### src/design/lsa_pkg.sv
`timescale 1ns / 1ps
// Shared types and codes for the lease slot allocator.
// No dependencies; used by lsa_ctrl, lsa_dp and lease_slot_allocator_top.
package lsa_pkg;

   localparam logic [1:0] REQ_ALLOC  = 2'd0;
   localparam logic [1:0] REQ_EXTEND = 2'd1;
   localparam logic [1:0] REQ_TICK   = 2'd2;
   localparam logic [1:0] REQ_QUERY  = 2'd3;

   localparam logic [1:0] STS_OK       = 2'd0;
   localparam logic [1:0] STS_NO_SLOT  = 2'd1;
   localparam logic [1:0] STS_NO_ENTRY = 2'd2;

   localparam logic [1:0] CSR_RANGE_START   = 2'd0;
   localparam logic [1:0] CSR_RANGE_END     = 2'd1;
   localparam logic [1:0] CSR_LEASE_SECONDS = 2'd2;

   localparam logic [15:0] RESET_RANGE_START   = 16'd54400;
   localparam logic [15:0] RESET_RANGE_END     = 16'd54420;
   localparam logic [15:0] RESET_LEASE_SECONDS = 16'd120;

   typedef struct packed {
      logic [1:0]  req_type;
      logic [30:0] owner_id;
      logic [15:0] slot_number;
   } lsa_req_type;

   typedef struct packed {
      logic [1:0]  status;
      logic [15:0] granted_number;
      logic [30:0] holder_id;
      logic        lease_expired;
   } lsa_rsp_type;

   typedef struct packed {
      logic        present;
      logic [30:0] holder;
      logic [31:0] stamp;
   } lsa_entry_type;

   typedef enum logic [2:0] {
      ST_CLEAR,
      ST_IDLE,
      ST_SCAN,
      ST_LOOKUP,
      ST_EVAL
   } lsa_state_type;

   // controller -> datapath
   typedef struct packed {
      logic clear_step;
      logic accept;
      logic tick;
      logic scan_step;
      logic alloc_commit;
      logic alloc_fail;
      logic lookup_done;
   } lsa_cmd_type;

   // datapath -> controller
   typedef struct packed {
      logic clear_last;
      logic scan_hit;
      logic scan_fail;
   } lsa_sts_type;

endpackage

### src/design/lsa_ctrl.sv
`timescale 1ns / 1ps
// Sequencer for the lease slot allocator: clearing pass, scan and lookup.
// Depends on lsa_pkg; drives lsa_dp through command/status structs.
module lsa_ctrl (
   input  logic                clock,
   input  logic                reset,
   input  logic                start,
   input  logic [1:0]          req_type,
   input  lsa_pkg::lsa_sts_type sts,
   output logic                busy,
   output lsa_pkg::lsa_cmd_type cmd
);

   lsa_pkg::lsa_state_type state_ff;
   lsa_pkg::lsa_state_type state_in;

   always_ff @(posedge clock) begin
      if (reset) begin
         state_ff <= lsa_pkg::ST_CLEAR;
      end else begin
         state_ff <= state_in;
      end
   end

   always_comb begin
      state_in = state_ff;
      unique case (state_ff)
         lsa_pkg::ST_CLEAR: begin
            if (sts.clear_last) state_in = lsa_pkg::ST_IDLE;
         end
         lsa_pkg::ST_IDLE: begin
            if (start) begin
               if (req_type == lsa_pkg::REQ_ALLOC) state_in = lsa_pkg::ST_SCAN;
               else if (req_type != lsa_pkg::REQ_TICK) state_in = lsa_pkg::ST_LOOKUP;
            end
         end
         lsa_pkg::ST_SCAN: begin
            if (sts.scan_hit || sts.scan_fail) state_in = lsa_pkg::ST_IDLE;
         end
         lsa_pkg::ST_LOOKUP: begin
            state_in = lsa_pkg::ST_EVAL;
         end
         lsa_pkg::ST_EVAL: begin
            state_in = lsa_pkg::ST_IDLE;
         end
         default: begin
            state_in = lsa_pkg::ST_CLEAR;
         end
      endcase
   end

   always_comb begin
      cmd  = '0;
      busy = 1'b1;
      unique case (state_ff)
         lsa_pkg::ST_CLEAR: begin
            cmd.clear_step = 1'b1;
         end
         lsa_pkg::ST_IDLE: begin
            busy       = 1'b0;
            cmd.accept = start;
            cmd.tick   = start && (req_type == lsa_pkg::REQ_TICK);
         end
         lsa_pkg::ST_SCAN: begin
            cmd.scan_step    = 1'b1;
            cmd.alloc_commit = sts.scan_hit;
            cmd.alloc_fail   = !sts.scan_hit && sts.scan_fail;
         end
         lsa_pkg::ST_LOOKUP: begin
            cmd = '0;
         end
         lsa_pkg::ST_EVAL: begin
            cmd.lookup_done = 1'b1;
         end
         default: begin
            cmd = '0;
         end
      endcase
   end

endmodule

### src/design/lsa_dp.sv
`timescale 1ns / 1ps
// Datapath: config registers, second counter, cursor, lease table memory,
// scan pointers and result register. Depends on lsa_pkg; driven by lsa_ctrl.
module lsa_dp #(
   parameter int NUM_SLOTS = 32
) (
   input  logic                 clock,
   input  logic                 reset,
   input  logic                 csr_we,
   input  logic [1:0]           csr_index,
   input  logic [15:0]          csr_wdata,
   input  lsa_pkg::lsa_req_type req_data,
   input  lsa_pkg::lsa_cmd_type cmd,
   output lsa_pkg::lsa_sts_type sts,
   output logic                 rsp_valid,
   output lsa_pkg::lsa_rsp_type rsp_data
);

   localparam int IW = $clog2(NUM_SLOTS);
   localparam int LW = $clog2(NUM_SLOTS + 1);

   logic [15:0] range_start_ff;
   logic [15:0] range_end_ff;
   logic [15:0] lease_ff;
   logic [31:0] seconds_ff;
   logic [IW-1:0] cursor_ff;
   logic [IW-1:0] clr_ff;

   lsa_pkg::lsa_req_type req_ff;
   logic [LW-1:0] len_ff;
   logic          in_range_ff;
   logic [IW-1:0] k_issue_ff;
   logic [LW-1:0] issue_cnt_ff;
   logic          rd_vld_ff;
   logic [IW-1:0] k_chk_ff;
   logic          last_ff;
   lsa_pkg::lsa_entry_type rd_data_ff;
   logic          rsp_valid_ff;
   lsa_pkg::lsa_rsp_type rsp_ff;

   lsa_pkg::lsa_entry_type mem [NUM_SLOTS];

   logic [16:0]   diff;
   logic [16:0]   off;
   logic [LW-1:0] len_in;
   logic [IW-1:0] start_off;
   logic          in_range_in;
   logic [IW-1:0] k_issue_in;
   logic [IW-1:0] cursor_in;
   logic          expired;
   logic          hit;
   logic          ext_ok;
   logic          mem_we;
   logic [IW-1:0] mem_waddr;
   lsa_pkg::lsa_entry_type mem_wdata;
   lsa_pkg::lsa_rsp_type rsp_in;

   // active length: end - start + 1, clamped to table size, zero when inverted
   assign diff = {1'b0, range_end_ff} - {1'b0, range_start_ff};
   always_comb begin
      if (range_end_ff < range_start_ff) len_in = '0;
      else if (diff >= 17'(NUM_SLOTS))   len_in = LW'(NUM_SLOTS);
      else                               len_in = LW'(diff + 17'd1);
   end

   // stale cursor past the active range restarts at slot zero
   assign start_off   = (LW'(cursor_ff) < len_in) ? cursor_ff : '0;
   assign off         = {1'b0, req_data.slot_number} - {1'b0, range_start_ff};
   assign in_range_in = (req_data.slot_number >= range_start_ff) && (off < 17'(len_in));

   assign k_issue_in = ((LW'(k_issue_ff) + LW'(1)) == len_ff) ? '0 : IW'(k_issue_ff + 1'b1);
   assign cursor_in  = ((LW'(k_chk_ff) + LW'(1)) == len_ff) ? '0 : IW'(k_chk_ff + 1'b1);

   assign expired = (seconds_ff - rd_data_ff.stamp) > {16'd0, lease_ff};
   assign hit     = rd_vld_ff && (!rd_data_ff.present || expired);
   assign ext_ok  = (req_ff.req_type == lsa_pkg::REQ_EXTEND) && in_range_ff
                    && rd_data_ff.present;

   assign sts.clear_last = (clr_ff == IW'(NUM_SLOTS - 1));
   assign sts.scan_hit   = hit;
   assign sts.scan_fail  = (len_ff == '0) || (rd_vld_ff && !hit && last_ff);

   always_comb begin
      mem_we    = cmd.clear_step || cmd.alloc_commit || (cmd.lookup_done && ext_ok);
      mem_waddr = k_issue_ff;
      mem_wdata.present = 1'b1;
      mem_wdata.holder  = req_ff.owner_id;
      mem_wdata.stamp   = seconds_ff;
      if (cmd.clear_step) begin
         mem_waddr = clr_ff;
         mem_wdata = '0;
      end else if (cmd.alloc_commit) begin
         mem_waddr = k_chk_ff;
      end
   end

   // one write, one registered read per cycle
   always_ff @(posedge clock) begin
      if (mem_we) mem[mem_waddr] <= mem_wdata;
      rd_data_ff <= mem[k_issue_ff];
   end

   always_comb begin
      rsp_in = '0;
      if (cmd.alloc_commit) begin
         rsp_in.status         = lsa_pkg::STS_OK;
         rsp_in.granted_number = range_start_ff + 16'(k_chk_ff);
         rsp_in.holder_id      = req_ff.owner_id;
      end else if (cmd.alloc_fail) begin
         rsp_in.status = lsa_pkg::STS_NO_SLOT;
      end else begin
         rsp_in.granted_number = req_ff.slot_number;
         if (!in_range_ff || !rd_data_ff.present) begin
            rsp_in.status = lsa_pkg::STS_NO_ENTRY;
         end else if (ext_ok) begin
            rsp_in.status    = lsa_pkg::STS_OK;
            rsp_in.holder_id = req_ff.owner_id;
         end else begin
            rsp_in.status        = lsa_pkg::STS_OK;
            rsp_in.holder_id     = rd_data_ff.holder;
            rsp_in.lease_expired = expired;
         end
      end
   end

   always_ff @(posedge clock) begin
      if (reset) begin
         range_start_ff <= lsa_pkg::RESET_RANGE_START;
         range_end_ff   <= lsa_pkg::RESET_RANGE_END;
         lease_ff       <= lsa_pkg::RESET_LEASE_SECONDS;
         seconds_ff     <= '0;
         cursor_ff      <= '0;
         clr_ff         <= '0;
         rd_vld_ff      <= 1'b0;
         rsp_valid_ff   <= 1'b0;
      end else begin
         if (csr_we) begin
            case (csr_index)
               lsa_pkg::CSR_RANGE_START:   range_start_ff <= csr_wdata;
               lsa_pkg::CSR_RANGE_END:     range_end_ff   <= csr_wdata;
               lsa_pkg::CSR_LEASE_SECONDS: lease_ff       <= csr_wdata;
               default: ;
            endcase
         end
         if (cmd.tick) seconds_ff <= seconds_ff + 32'd1;
         if (cmd.clear_step) clr_ff <= IW'(clr_ff + 1'b1);
         if (cmd.alloc_commit) cursor_ff <= cursor_in;

         if (cmd.accept) begin
            req_ff       <= req_data;
            len_ff       <= len_in;
            in_range_ff  <= in_range_in;
            k_issue_ff   <= (req_data.req_type == lsa_pkg::REQ_ALLOC) ? start_off
                                                                      : off[IW-1:0];
            issue_cnt_ff <= '0;
            rd_vld_ff    <= 1'b0;
         end else if (cmd.scan_step) begin
            // read one slot per cycle; its check follows in the next cycle
            if (issue_cnt_ff < len_ff) begin
               k_issue_ff   <= k_issue_in;
               issue_cnt_ff <= issue_cnt_ff + LW'(1);
               rd_vld_ff    <= 1'b1;
               k_chk_ff     <= k_issue_ff;
               last_ff      <= (issue_cnt_ff == (len_ff - LW'(1)));
            end else begin
               rd_vld_ff <= 1'b0;
            end
         end

         rsp_valid_ff <= cmd.alloc_commit || cmd.alloc_fail || cmd.lookup_done;
         if (cmd.alloc_commit || cmd.alloc_fail || cmd.lookup_done) rsp_ff <= rsp_in;
      end
   end

   assign rsp_valid = rsp_valid_ff;
   assign rsp_data  = rsp_ff;

endmodule

### src/design/lease_slot_allocator_top.sv
`timescale 1ns / 1ps
// Lease slot allocator: round-robin lease table over a configured number range.
// Depends on lsa_pkg, lsa_ctrl and lsa_dp.
//
// Usage:
//   Request beat: req_data is taken at a clock edge with start high and busy low.
//   Allocate and extend/query return one beat on rsp_data, marked by rsp_valid
//   for a single cycle; the receiver cannot stall it. A tick returns nothing.
//   csr_we/csr_index/csr_wdata write range_start (0), range_end (1) and
//   lease_seconds (2) while the block is idle.
// Operation:
//   Allocate: the table memory is read one slot per cycle from the cursor, with
//   the check in the cycle after the read; the scan ends at the first free or
//   expired slot, or fails once every slot of the active range (at most
//   NUM_SLOTS) has been checked.
//   Extend/query: one memory read; busy in LOOKUP and EVAL, result registered after EVAL.
//   Tick: the second counter steps at accept; busy never rises.
// Reset:
//   After reset the block runs a clearing pass over all NUM_SLOTS table entries,
//   holding busy high; configuration writes are accepted throughout.
module lease_slot_allocator_top #(
   parameter int NUM_SLOTS = 32
) (
   input  logic                 clock,
   input  logic                 reset,
   input  logic                 start,
   output logic                 busy,
   input  lsa_pkg::lsa_req_type req_data,
   output logic                 rsp_valid,
   output lsa_pkg::lsa_rsp_type rsp_data,
   input  logic                 csr_we,
   input  logic [1:0]           csr_index,
   input  logic [15:0]          csr_wdata
);

   lsa_pkg::lsa_cmd_type cmd;
   lsa_pkg::lsa_sts_type sts;

   lsa_ctrl u_ctrl (
      .clock    (clock),
      .reset    (reset),
      .start    (start),
      .req_type (req_data.req_type),
      .sts      (sts),
      .busy     (busy),
      .cmd      (cmd)
   );

   lsa_dp #(
      .NUM_SLOTS (NUM_SLOTS)
   ) u_dp (
      .clock     (clock),
      .reset     (reset),
      .csr_we    (csr_we),
      .csr_index (csr_index),
      .csr_wdata (csr_wdata),
      .req_data  (req_data),
      .cmd       (cmd),
      .sts       (sts),
      .rsp_valid (rsp_valid),
      .rsp_data  (rsp_data)
   );

   // a result beat only follows a cycle of work
   a_rsp_after_busy: assert property (@(posedge clock) disable iff (reset)
      rsp_valid |-> $past(busy))
      else $error("result beat without preceding work");

   a_rsp_single: assert property (@(posedge clock) disable iff (reset)
      rsp_valid |=> !rsp_valid)
      else $error("result beat repeated");

   a_tick_silent: assert property (@(posedge clock) disable iff (reset)
      (start && !busy && req_data.req_type == lsa_pkg::REQ_TICK) |=> !rsp_valid)
      else $error("tick produced a result beat");

   a_work_busy: assert property (@(posedge clock) disable iff (reset)
      (start && !busy && req_data.req_type != lsa_pkg::REQ_TICK) |=> busy)
      else $error("accepted request did not raise busy");

   a_cmd_exclusive: assert property (@(posedge clock) disable iff (reset)
      $onehot0({cmd.alloc_commit, cmd.alloc_fail, cmd.lookup_done, cmd.clear_step}))
      else $error("conflicting datapath commands");

endmodule

### config.mk
export PLATFORM = sky130hd
export DESIGN_NAME = lease_slot_allocator_top
export DESIGN_NICKNAME = d
export VERILOG_FILES = /design/src/design/lsa_pkg.sv /design/src/design/lsa_ctrl.sv /design/src/design/lsa_dp.sv /design/src/design/lease_slot_allocator_top.sv
export SDC_FILE = /design/constraint.sdc
export NUM_CORES = 2
export LEC_CHECK = 0
export BUFFER_PORTS_ARGS = -buffer_cell sky130_fd_sc_hd__buf_4
export CAP_MARGIN = 30
export CORE_UTILIZATION = 55
export CTS_BUF_LIST = sky130_fd_sc_hd__clkbuf_2 sky130_fd_sc_hd__clkbuf_4 sky130_fd_sc_hd__clkbuf_8
export DETAILED_ROUTE_END_ITERATION = 16
export PLACE_DENSITY = 0.74
export SETUP_SLACK_MARGIN = 0.02
export SYNTH_ARGS = -nofsm -noshare
export SYNTH_HDL_FRONTEND = slang
export SYNTH_SLANG_ARGS = --single-unit
### constraint.sdc
create_clock -name clock -period 13.5 [get_ports clock]
set_input_delay 0 -clock clock [delete_from_list [all_inputs] [get_ports clock]]
set_output_delay 0 -clock clock [all_outputs]
set_load 0.01 [all_outputs]
Word level (Yosys, flattened, before mapping)
Memory sizes are Yosys's and may differ from the RTL's. A register that Yosys moved wholly into a read port is not among the register bits.
Cells that the tools add are included.
W data, S select, Z words.
Word-level totals
  flip-flop bits (word level): 218
  memory bits (writable): 2048
  input bits: 71
  output and inout bits: 52
  word-level logic and storage cells: 135
  memories kept: 1
Memories
  u_dp.mem: depth 32, width 64, read ports 1, clocked after memory_dff 1, wr ports 1, line lsa_dp.sv:41  | lsa_pkg::lsa_entry_type mem [NUM_SLOTS];
Operators by class
  $add $sub $neg: 13
  order comparisons: 7
  equality and inequality tests: 17
  mux-type cells: 35
  bitwise gates (word level): 2
  reduce and logical (&&, ||, !) cells: 37
Operators with widths (number)
  $mux W64: 1
  $mux W48: 1
  $mux W47: 1
  $mux W5: 9
  $sub A16 B16 Y17: 2
  $add A32 B1 Y32 const B: 1
  $gt A32 B16 Y1: 1
  $mux W32: 1
  $sub A32 B32 Y32: 1
  $mux W31: 1
  $mux W6: 4
  $eq A6 B6 Y1: 3
  $mux W3: 6
  $ge A17 B6 Y1 const B: 1
  $lt A17 B6 Y1: 1
  $add A16 B5 Y16: 1
  $ge A16 B16 Y1: 1
  $lt A16 B16 Y1: 1
  $add A5 B1 Y5 const B: 3
  $pmux W3 S5: 1
  $add A5 B1 Y6 const B: 2
  $add A6 B1 Y6 const B: 2
  $reduce_and A2 Y1: 5
  $logic_and A1 B1 Y1: 9
  other kinds (25): 52

Longest topological paths before layout
  depth after elaboration: 14
  mapped depth: 24
  depth with buffers taken out: 22

Hierarchy
Synthesis repeated with hierarchy kept, for this count alone.
Unflattened totals
  cell total of the unflattened synthesis: 5554
  area, all modules: 93931.3 µm²
Modules (own cells, without submodules)
  lsa_dp: instances 1, cells each 5529, area an instance 93732.4 µm², seq. area each 68315.5 µm²
  lsa_ctrl: instances 1, cells each 25, area an instance 198.9 µm², seq. area each 60.1 µm²

Worst setup path after synthesis
Ideal clock, no wire load.
  path type: register -> register
  start: reg u_dp.seconds_ff[4]
  end: mem u_dp.mem[14][0] in the netlist's numbering, enable pin
  library setup time: 0.827 ns
  arrival: 14.116 ns
  data required time: 12.673 ns
  slack: -1.444 ns
  cell stages (with the launch flop): 20
  path buffers: 0
  clock period less this slack: 14.944 ns
  cell sequence: dfxtp_1 ha_1 a21o_1 or3_1 o21ai_1 o21bai_1 a21oi_1 xnor2_1 ha_1 nand3_1 o221ai_1 a221oi_1 a21oi_1 a2111oi_0 nand3_1 nand4b_1 o41a_1 o31ai_1 nand3_1 a2111oi_0
On the way
  word-level cells in the longest chain between the ends: 9
  elaborated cells between the ends (all ways): 11
  those cells by class: 1 x add/sub; 1 x order compare; 5 x mux; 4 x reduce/logical
Ends and longest elaborated chain
  from (decl): line lsa_dp.sv:25  | logic [31:0] seconds_ff;
  from (signal assigned): line lsa_dp.sv:145  | if (cmd.tick) seconds_ff <= seconds_ff + 32'd1;
  $sub A32 B32 Y32 *: line lsa_dp.sv:74  | assign expired = (seconds_ff - rd_data_ff.stamp) > {16'd0, lease_ff};
  $gt A32 B16 Y1 *: line lsa_dp.sv:74
  $logic_or A1 B1 Y1 *: line lsa_dp.sv:75  | assign hit = rd_vld_ff && (!rd_data_ff.present || expired);
  $logic_and A1 B1 Y1 *: line lsa_dp.sv:75
  $mux W3 *: line lsa_ctrl.sv:55  | unique case (state_ff)
  $logic_or A1 B1 Y1 (2 in a row): line lsa_dp.sv:84  | mem_we = cmd.clear_step || cmd.alloc_commit || (cmd.lookup_done && ext_ok);
  $mux W1: line lsa_dp.sv:99  | if (mem_we) mem[mem_waddr] <= mem_wdata;
  $mux W1 (implied by the code): line lsa_dp.sv:99
  to (decl): line lsa_dp.sv:41
Every way passes the cells marked *; elsewhere a longest branch is shown, timed or not.

Worst setup path after layout
  start: reg u_dp.seconds_ff[4]
  end: mem u_dp.mem[26][58] in the netlist's numbering, enable pin
Same word-level chain as after synthesis.

==> results.md <==
* Share of the synthesized area in the top cell type at 69.2%
* Slew HR at between 20% and 30%
* Input/output buffers at 122
* Global placement routability congestion at 0.872
* Mapped cell area at 0.0942 mm2
* Hold/Removal Path Class: in2reg
* Clk sinks at 2330
* Tmin final at 7.25 ns
* Clk root buf: clkbuf_8
* Final TNS setup at 0 ns
* Vias at 55.3k
* Yosys reg bits at ~2.3k
* CTS clk-pin slew, worst paths at about 0.060 ns
* Peak supply drop at 0.106 mV
* Hold_ws at 0.113 ns
* Initial antenna violation count at 13
* Top-count cell post-synth: edfxtp_1
* Synth warn at 0
* CP cell instances: ha_1, a21o_1, or3_1, o21ai_1, nand2_1, a21oi_1, xnor2_1, ha_1, nand3_1, nor2_1, a221oi_1, a21oi_1, a2111oi_0, nand3_1, nor4b_4, nand4_1, nand2_2, o221ai_1, buf_4, a2111oi_2, buf_4, buf_4
* P&R area growth vs syn at 14.2%
* Final Cycle Share at between 50% and 60%
* CP Launch Type: register
* Crit path DAT at 7.92 ns
* Largest net degree at the start of global routing at 133
* Critical-path top delay cell: buf_4
* Die Width at about 420 um
* Setup CP Type: reg2reg
* Fin. Hold Viols at 0
* H-tree Lvls at 5
* Die height at slightly above 400 um
* Mapped Nets at ~5.8k
* Slew Limit Fails at 0
* Layout Cells excl Fill at 8630
* Initial Util at 55.5%
* TritonRoute pass-1 iters at 5
* Worst-margin pin slew at 1.06 ns
* Placed Area at 0.0987 mm2
* Unique cell type count in the Yosys netlist at 83
* Starting DRC count in detailed routing at 7247
* Largest area contributor in the netlist: edfxtp_1
* Post-synth top cells: edfxtp_1 (2171), nand2_1 (404), mux2i_1 (379)
* # rows at about 150
* GRT Overall Usage at 28.0%
* Sequential area share after synthesis at 72.6%
* Syn_area_per_cell at 16.9 um2
* Vias/cell at 6.40
* Clock Tree Buf Depth at 4
* CTS tree: yes
* Number of enable flip-flop cells after synthesis at between 2k and 2.5k
* Delay-heaviest family, CP: simple AND/OR/NAND/NOR gates
* Setup bufs post-CTS at 0
* Drt drc at 0
* Outcome: completed
* Post-synth ARST share at 0%
* I/O pin cnt at 123
* Layout Nets at 6313
* Cells after Synth at 5590
* Layout cells sized above 1 at 21.1%
* Fmax at 138 MHz
* Fin area at 0.108 mm2
* Vias in the first global route at 53.6k
* Crit-path most repeated cell: buf_4
* Leading post-synthesis cells by cell area: edfxtp_1 (69%), mux4_2 (6.5%), mux2i_1 (4.0%)
* Grt ovf at 0
* Die Area at 0.173 mm2
* Worst Setup End Kind: register
* Total power at 0.0141 W
* WP buf/inv at 3
* Core Area at 0.170 mm2
* RSZ-0062 raised after global routing: false
* Dpl cells at 7812
* CTS buffer count at 378
* Skew-Pair Late Insertion Delay at approximately 1.1 ns
* Critical Path RT at 14.17 ns
* PD cells at 131 mW/mm2
* Setup violators final at 0
* Crit-path max FO at 34
* HPWL Detailed at approximately 150 mm
* Primary FF master, synth: edfxtp_1
* Max Cap Viol at 0
* Worst path max stage delay at ~0.63 ns
* First-pass GRT wire length at 357 mm
* P_leak at 37.1 nW
* Final Routed Wirelength at between 200 and 250 mm
* Skew final at 0.106 ns
* Routed Antenna Nets at 0
* Avg WL per Cell at 28.3 um
## cell type report
cell class	count	area (um2)
fillers	11600	62100
flip-flops and latches	2330	68400
well taps	2218	2780
clock inverters	146	921
inverters	110	415
repair buffers	452	4190
multi-input cells	2859	24600
clock buffers	511	6320
diodes	4	10.0
## power by group
group          internal, W  switching (W)
Sequential         0.00786      0.0000226
Combinational     0.000122       0.000169
Clock              0.00322        0.00271
Total               0.0112        0.00290
## placed cells by master, fill, tap and decap left out, types with 10 or more instances in the layout
cell type      instances
a211o_1               13
a211oi_1              10
a21o_1                32
a21oi_1              305
a22o_1                46
and2_1                64
and3_1                16
buf_16                14
buf_4                275
bufinv_16             10
clkbuf_4             114
clkbuf_8             397
clkinv_1              73
clkinv_2              57
dfxtp_1              159
dlygate4sd3_1        148
edfxtp_1            2171
ha_1                 107
inv_1                107
mux2_2               125
mux2i_1              379
mux4_2               272
nand2_1              403
nand2b_1              22
nand3_1               52
nand3b_1              14
nand4_1               18
nor2_1               115
nor2b_1               19
nor3_1                35
nor3_2                13
nor4_1                11
o211ai_1              11
o21a_1                12
o21ai_0              232
o221ai_1             187
o22ai_1               71
or3_1                 16
xnor2_1               60
xor2_1                40
## repair_timing
action | CTS | global route
endpoints found under the hold margin | 204 | 0
resized for setup | 0 | 0
hold buffers | 149 | 0
## sequential cells by signal, summed over array words and instances, names as in the netlist, 6 cells and up
signal               flops
u_dp.len_ff              6
u_dp.rsp_data           50
u_dp.mem              2048
u_dp.range_start_ff     16
u_dp.lease_ff           16
u_dp.range_end_ff       16
u_dp.rd_data_ff         64
u_dp.issue_cnt_ff        6
u_dp.req_ff             49
u_dp.seconds_ff         32
## cells by family (layout without fill, tap and decap cells)
| family | after synthesis | after routing | synth area share, % |
|---|---|---|---|
| fa+ha+maj | 111 | 111 | 1.51 |
| other cells | 0 | 4 | 0 |
| compound gates | 1018 | 1018 | 7.05 |
| xor+xnor | 100 | 100 | 0.930 |
| buf+inv | 401 | 1219 | 1.64 |
| simple gates | 854 | 854 | 4.27 |
| mux | 776 | 776 | 12.0 |
| flops | 2330 | 2330 | 72.6 |
## worst reg2reg max path: cells and delay by family, from the launching register on
kind                       cells  cell delay (ns)
AOI/OAI and AO/OA              8             1.99
and+or+nand+nor                8             2.25
xor gates and xnor gates       1             0.14
buffers and inverters          3             1.48
DFF                            1             0.44
adders and majority gates      2             0.58
## through the flow
step           util [%]  setup WS (ns)
6_report           63.4           6.25
5_1_grt            63.4           5.87
4_1_cts            63.3           6.44
3_5_place_dp       58.2           6.45
3_3_place_gp       58.0           6.38
2_1_floorplan         -           1.67
## path summary, 6_finish.rpt
| kind | start | end | slack (ns) | depth (start not counted) |
|---|---|---|---|---|
| max reg2reg | u_dp.seconds_ff[4]$_SDFFE_PP0P_ | u_dp.mem[26][58]$_DFFE_PP_ | 6.25 | 22 |
| max | u_dp.seconds_ff[4]$_SDFFE_PP0P_ | u_dp.mem[26][58]$_DFFE_PP_ | 6.25 | 22 |
| min | csr_index[0] | u_dp.range_start_ff[0]$_SDFFE_PP0P_ | 0.11 | 6 |
| min reg2reg | u_dp.lease_ff[12]$_SDFFE_PP0P_ | u_dp.lease_ff[12]$_SDFFE_PP0P_ | 0.46 | 2 |
## per-layer routing
| metal | vias to the layer above | part of all wire (%) | track usage (%) |
|---|---|---|---|
| li1 | 23400 | - | - |
| met1 | 28200 | 41 | 41.4 |
| met2 | 3266 | 46 | 42.6 |
| met3 | 463 | 10 | 5.07 |
| met4 | 0 | 2.8 | 8.49 |
| met5 | - | 0 | 0 |
Note: power is estimated with default switching activity, not from simulation.
